==> config.mk <==
export PLATFORM = sky130hd
export DESIGN_NAME = hieq_lane
export DESIGN_NICKNAME = d
export VERILOG_FILES = /design/src/hw/rtl/hieq_pkg.sv /design/src/hw/rtl/hieq_ram.sv /design/src/hw/rtl/hieq_lane.sv
export SDC_FILE = /design/constraint.sdc
export NUM_CORES = 2
export LEC_CHECK = 0
export ABC_AREA = 1
export BUFFER_PORTS_ARGS = -buffer_cell sky130_fd_sc_hd__buf_4
export CAP_MARGIN = 20
export CORE_MARGIN = 4
export CORE_UTILIZATION = 51
export CTS_CLUSTER_DIAMETER = 200
export DETAILED_ROUTE_END_ITERATION = 6
export PLACE_DENSITY = 0.66
export SLEW_MARGIN = 5
export SYNTH_ARGS = -nofsm -noshare
export SYNTH_HDL_FRONTEND = slang
export SYNTH_SLANG_ARGS = --single-unit
==> constraint.sdc <==
create_clock -name aclk -period 2.2 [get_ports aclk]
set_input_delay 0.44 -clock aclk [delete_from_list [all_inputs] [get_ports aclk]]
set_output_delay 0.44 -clock aclk [all_outputs]
set_load 0.01 [all_outputs]
==> src/hw/rtl/hieq_pkg.sv <==
// ----------------------------------------------------------------------------
// hieq_pkg
// shared types, sizes and helpers of the histogram equalizer
// ----------------------------------------------------------------------------
package hieq_pkg;

    localparam int COUNT_BITS  = 24;
    localparam int PIX_BITS    = 8;
    localparam int BIN_BITS    = 8;
    localparam int BIN_COUNT   = 256;
    localparam int NUM_LANES   = 3;
    localparam int DATA_BITS   = NUM_LANES * PIX_BITS;
    localparam int CUM_BITS    = COUNT_BITS + BIN_BITS;
    localparam int NUM_BITS    = CUM_BITS + PIX_BITS;
    localparam int QUO_STEPS   = PIX_BITS + 1;
    localparam int STEP_BITS   = $clog2(QUO_STEPS);

    localparam logic [COUNT_BITS-1:0] COUNT_MAX = '1;
    localparam logic [BIN_BITS-1:0]   BIN_LAST  = BIN_BITS'(BIN_COUNT - 1);

    // mean of three channels: floor((2*sum+1)/6) by reciprocal
    localparam int SUM_BITS    = PIX_BITS + 2;
    localparam int ODD_BITS    = SUM_BITS + 1;
    localparam int RECIP_SHIFT = 13;
    localparam int RECIP_BITS  = 11;
    localparam logic [RECIP_BITS-1:0] RECIP_SIX = RECIP_BITS'(1366);

    typedef enum logic [0:0] {
        OP_COUNT = 1'b0,
        OP_MAP   = 1'b1
    } opcode_t;

    typedef enum logic [2:0] {
        ST_IDLE,
        ST_CNT_RD,
        ST_CNT_WR,
        ST_BUILD,
        ST_MAP
    } state_t;

    typedef enum logic [2:0] {
        BS_IDLE,
        BS_READ,
        BS_ACC,
        BS_SCALE,
        BS_DIV
    } bld_state_t;

    typedef struct packed {
        logic cnt_rd;
        logic cnt_wr;
        logic build_start;
    } hist_ctrl_t;

    typedef struct packed {
        logic build_done;
        logic overflow;
    } hist_stat_t;

    typedef struct packed {
        logic                we;
        logic [BIN_BITS-1:0] addr;
        logic [PIX_BITS-1:0] data;
    } tbl_wr_t;

    function automatic logic [BIN_BITS-1:0] color_bin(
        input logic [PIX_BITS-1:0] c0,
        input logic [PIX_BITS-1:0] c1,
        input logic [PIX_BITS-1:0] c2
    );
        logic [SUM_BITS-1:0]            sum;
        logic [ODD_BITS-1:0]            odd;
        logic [ODD_BITS+RECIP_BITS-1:0] prod;
        sum  = SUM_BITS'(c0) + SUM_BITS'(c1) + SUM_BITS'(c2);
        odd  = {sum, 1'b1};
        prod = (ODD_BITS+RECIP_BITS)'(odd) * (ODD_BITS+RECIP_BITS)'(RECIP_SIX);
        return prod[RECIP_SHIFT +: BIN_BITS];
    endfunction

endpackage

==> src/hw/rtl/hieq_ram.sv <==
// ----------------------------------------------------------------------------
// hieq_ram
// generic single write port, single read port ram with registered read
// ----------------------------------------------------------------------------
module hieq_ram #(
    parameter int WIDTH = 8,
    parameter int DEPTH = 256,
    localparam int ADDR_BITS = $clog2(DEPTH)
) (
    input  logic                 aclk,
    input  logic                 we,
    input  logic [ADDR_BITS-1:0] waddr,
    input  logic [WIDTH-1:0]     wdata,
    input  logic                 re,
    input  logic [ADDR_BITS-1:0] raddr,
    output logic [WIDTH-1:0]     rdata
);

    logic [WIDTH-1:0] mem_reg [DEPTH];
    logic [WIDTH-1:0] rdata_reg;

    always_ff @(posedge aclk) begin
        if (we) begin
            mem_reg[waddr] <= wdata;
        end
        if (re) begin
            rdata_reg <= mem_reg[raddr];
        end
    end

    assign rdata = rdata_reg;

endmodule

==> src/hw/rtl/hieq_lane.sv <==
// ----------------------------------------------------------------------------
// hieq_lane
// one lookup lane: a copy of the transfer table and a pass-through select
// ----------------------------------------------------------------------------
module hieq_lane (
    input  logic                           aclk,
    input  hieq_pkg::tbl_wr_t              tbl_wr,
    input  logic                           rd_en,
    input  logic [hieq_pkg::PIX_BITS-1:0]  rd_addr,
    input  logic                           use_map,
    output logic [hieq_pkg::PIX_BITS-1:0]  out_data
);
    import hieq_pkg::*;

    logic [PIX_BITS-1:0] tbl_rdata;
    logic [PIX_BITS-1:0] pass_reg;
    logic                use_reg;

    hieq_ram #(
        .WIDTH (PIX_BITS),
        .DEPTH (BIN_COUNT)
    ) u_tbl (
        .aclk  (aclk),
        .we    (tbl_wr.we),
        .waddr (tbl_wr.addr),
        .wdata (tbl_wr.data),
        .re    (rd_en),
        .raddr (rd_addr),
        .rdata (tbl_rdata)
    );

    always_ff @(posedge aclk) begin
        if (rd_en) begin
            pass_reg <= rd_addr;
            use_reg  <= use_map;
        end
    end

    assign out_data = use_reg ? tbl_rdata : pass_reg;

endmodule

Word level (Yosys, flattened, before mapping):

Memories as Yosys holds them, arrays and structs flattened. A register that Yosys moved wholly into a read port is not among the register bits.
Index checks and enable logic that the tools add are counted.
Widths: inputs -> output; s select.

* register bits after elaboration: 9
* word-level logic and storage cells: 6
* input port bits: 28
* memories kept: 1
* output and inout bits: 8
* RAM bits: 2048

Memory list
* u_tbl.mem_reg: words 256, bits a word 8, read ports 1, clocked after memory_dff 1, wr ports 1, RTL line hieq_ram.sv:19 `logic [WIDTH-1:0] mem_reg [DEPTH];`

* muxes and demuxes: 3

Operators with widths (count)
* $mux 8: 1
* $mux 1: 2

Longest topological paths before layout:

* depth after elaboration: 2
* gate-level depth with buffers: 15
* depth with buffers taken out: 11

By module:

From an unflattened synthesis, not the netlist that was laid out.

* cell total of the unflattened synthesis: 7038
* area total of the unflattened synthesis: 83851.7 um^2

By module, submodules not included
* hieq_ram: seq. area each 61739.2 um^2, cells each 7003, area each 83476.3 um^2, instances 1
* hieq_lane: seq. area each 270.3 um^2, cells each 35, area each 375.4 um^2, instances 1

Least setup slack after synthesis:

Ideal clock, no wire load.

* path type: input to register
* from: in tbl_wr[16] in the netlist's numbering
* to: mem u_tbl.mem_reg[162][0] (enable)
* library setup time: 370 ps
* cell stages on the path: 4
* data arrival time: 1561 ps
* slack: 269 ps
* required time: 1830 ps
* buffers on the path: 2
* cells stage by stage: clkbuf_1 > nand3_1 > clkbuf_1 > nor2_1

* cells in the longest elaborated chain, start to end: 2

RTL lines
* start, declared: RTL line hieq_lane.sv:7 `input hieq_pkg::tbl_wr_t tbl_wr,`
* $mux 1: RTL line hieq_ram.sv:23 `if (we) begin`
* $mux 1 (not written as such): RTL line hieq_ram.sv:24 `mem_reg[waddr] <= wdata;`
* end, declared: RTL line hieq_ram.sv:19

No other way between the ends.

Worst setup path after layout:

* from: reg use_reg
* to: out out_data[0] in the netlist's numbering

* cells in the longest elaborated chain, start to end: 1

RTL lines
* start, declared: RTL line hieq_lane.sv:17 `logic use_reg;`
* start signal, assigned: RTL line hieq_lane.sv:35 `use_reg <= use_map;`
* $mux 8: RTL line hieq_lane.sv:39 `assign out_data = use_reg ? tbl_rdata : pass_reg;`
* end, declared: RTL line hieq_lane.sv:11 `output logic [hieq_pkg::PIX_BITS-1:0] out_data`

No other way between the ends.

==> results.yml <==
timing:
  clock_skew_ns: 0.0489
  tightest_slew_ns: 0.714
  fin_crit_sh: 1.10
  relSlewSlack: 0.524
  layout_setup_ws_ns: -0.221
  hold_violations: 0
  timing.fmax_mhz: 413
  fin_crit_ns: 2.42
  rsz0062_at_grt: "true"
  finalMaxSlewViolations: 0
  setup_viol: 8
global_route:
  overflow: 0
  grt.total_usage: 0.272
  grt_max_degree: 104
  grt_pass1_wl_um: 347000
  grt_pass1_vias: 54700
  antenna_found_initial: 5
clock_tree:
  clock_latency_ns: 0.86
  cts.sinks: 2065
  cts-root-buf: "clkbuf_16"
  htreeDepth: 4
  clk_pin_slew_ns: 0.06
  cts_buffer_depth: 3
  numCtsBuffers: 204
  cts_tree: "yes"
synth:
  ys.warnings.count: 0
  synthesis.nets: 7049
  synthDistinctLibCells: 14
  ys_ff_latch: 2065
  seq_area_frac_synth: 0.740
  avgSynthCellArea_sq_um: 11.9
  synth_top_area_share: 0.740
  syn-cell-area_sq_um: 83800
  yosys.area.top_type: "edfxtp_1"
  synth_area_leaders: "edfxtp_1 (74%), nand3_1 (12%), nand2_1 (9.5%)"
  synthCells: 7021
placed_design:
  place_area_sq_um: 91900
  gp_congestion: 0.963
  hpwlAfterDp_um: 146000
  port_buffers: 35
critical_path:
  r2r-start: "u_tbl.mem_reg[254][7]"
  crit_start: "use_reg"
  slowest_delay_ns: 0.43
  path_buf_inv: 2
  cpLargestDelayFamily: "flip-flops"
  worstPathRequired_ns: 1.76
  crit_chain: "buf_12 -> mux2_4 -> buf_6"
  path_class: "reg2out"
  worstSetupStartpointType: "flop"
  worstPathArrival_ns: 1.98
  crit_path_top_delay_cell: "edfxtp_1"
  worstPathMaxFanout: 7
  critPathCaptureType: "output pin"
cells_and_area:
  final_area_sq_um: 98200
  final_util: 0.603
  area_growth_pct: 17.3
  diodes: 0
  largest_reg_flops: 2048
  drive_gt1_frac: 0.136
  num-fill-cells: 12600
  fin_nets: 7541
routing:
  drcViolationCount: 0
  via_per_inst: 5.86
  first_pass_iters: 7
  ant_nets: 0
  wire_per_inst_um: 23.7
  wl_um: 233000
  vias: 57700
  drt_iter0_drc: 8019
outcome:
  status: "finished with violations"
  violations: "setup timing"
floorplan:
  die_w_um: 413
  ios: 36
  dieArea_sq_um: 171000
  core_sq_um: 163000
  num_rows: 148
  initial_core_util: 0.514
  fp.dieH_um: 413
power:
  powerDensity_nw_per_um2: 834
  ir_drop_mv: 0.804
  p_leak_nw: 35.4
hold_path:
  hold_path.class: "in2reg"
  hp-start: "tbl_wr[2]"
job:
  cap_violations: 0
==> final cells by class <==
cell class / count / area [sq um] / share of cell area
Timing Repair Buffer: 770 / 7870 / 0.0801
Tap cell: 2175 / 2720 / 0.0277
Clock buffer: 246 / 5350 / 0.0544
Inverter: 39 / 180 / 0.00183
Clock inverter: 122 / 850 / 0.00865
Sequential cell: 2065 / 62000 / 0.631
Multi-Input combinational cell: 4433 / 19200 / 0.196
==> cells by family (layout without fill, tap and decap cells) <==
group                  after synthesis  after routing  share of synthesized area
DFF                               2065           2065                      0.740
muxes                                8              8                    0.00108
and+or+nand+nor                   4425           4425                      0.228
buffers and inverters              523           1177                     0.0301
==> worst reg2reg max path, stage by stage (launching register included) <==
cell,delay (ns)
edfxtp_1,0.36
nand2_1,0.08
nand3_1,0.06
nand3_1,0.16
nand3_1,0.17
nand3_1,0.12
nand3_1,0.18
nand3_1,0.36
nand2_1,0.19
nand2_1,0.11
nand2_1,0.07
==> metrics by stage <==
stage	total power [W]	TNS [ns]	instances	hold WS [ns]	worst slack, ns
finish	0.0819	-1.55	9850	0.0695	-0.221
global placement	0.0499	-6.00	9473	0.701	-0.632
global route	0.0844	-1.77	9850	0.0361	-0.248
floorplan	0.0469	0	7021	0.539	0.269
CTS	0.0822	-1.71	9850	0.0119	-0.246
detailed placement	0.0499	-8.81	9473	0.700	-0.637
==> power breakdown <==
| group | internal [W] | switching [W] | total, W |
|---|---|---|---|
| clock | 0.0181 | 0.0146 | 0.0327 |
| sequential | 0.0434 | 0.0000414 | 0.0434 |
| combinational | 0.00185 | 0.00397 | 0.00581 |
| total | 0.0633 | 0.0186 | 0.0819 |
==> final timing paths <==
| check | to | slack (ns) | cells after the start |
|---|---|---|---|
| worst max-delay path | out_data[0] | -0.22 | 3 |
| worst min-delay path | u_tbl.mem_reg[129][2] | 0.07 | 1 |
| worst max register to register | u_tbl.rdata[7] | 0.09 | 10 |
| worst min register to register | u_tbl.rdata[3] | 1.09 | 10 |
==> cell usage in the layout, fill, tap and decap left out <==
| master | instances |
|---|---|
| buf_12 | 158 |
| buf_4 | 590 |
| buf_6 | 4 |
| buf_8 | 11 |
| bufinv_16 | 7 |
| clkbuf_1 | 38 |
| clkbuf_16 | 208 |
| clkinv_1 | 64 |
| clkinv_16 | 2 |
| clkinv_2 | 35 |
| clkinv_4 | 3 |
| clkinv_8 | 3 |
| clkinvlp_4 | 3 |
| dlygate4sd3_1 | 7 |
| edfxtp_1 | 2065 |
| inv_1 | 34 |
| inv_16 | 3 |
| inv_2 | 1 |
| inv_4 | 1 |
| inv_6 | 3 |
| inv_8 | 2 |
| mux2_2 | 3 |
| mux2_4 | 5 |
| nand2_1 | 2123 |
| nand3_1 | 2019 |
| nor2_1 | 283 |
==> metal layers <==
layer	track usage	up-vias	part of all wire	wire [um]
li1	-	25900	-	-
met1	0.392	28100	0.40	93300
met2	0.415	3228	0.45	106000
met3	0.0580	468	0.11	26100
met4	0.0935	2	0.035	8140
met5	0	-	0.000056	13
==> repair_timing <==
action                                  4_1_cts  5_1_grt
endpoints found under the setup margin        8        8
endpoints found under the hold margin        92        0
hold buffers                                  7        0
pin swaps                                     0        0
gates resized for setup                       9        0
buffers inserted                              2        0
==> Yosys cell counts, drive strengths merged <==
library cell and number:
edfxtp 2065, mux2 8, nand3 2019, nor2 283, inv 39, nand2 2123
clkbuf 108, buf 376
No activity file was read; power rests on OpenSTA's default activity.
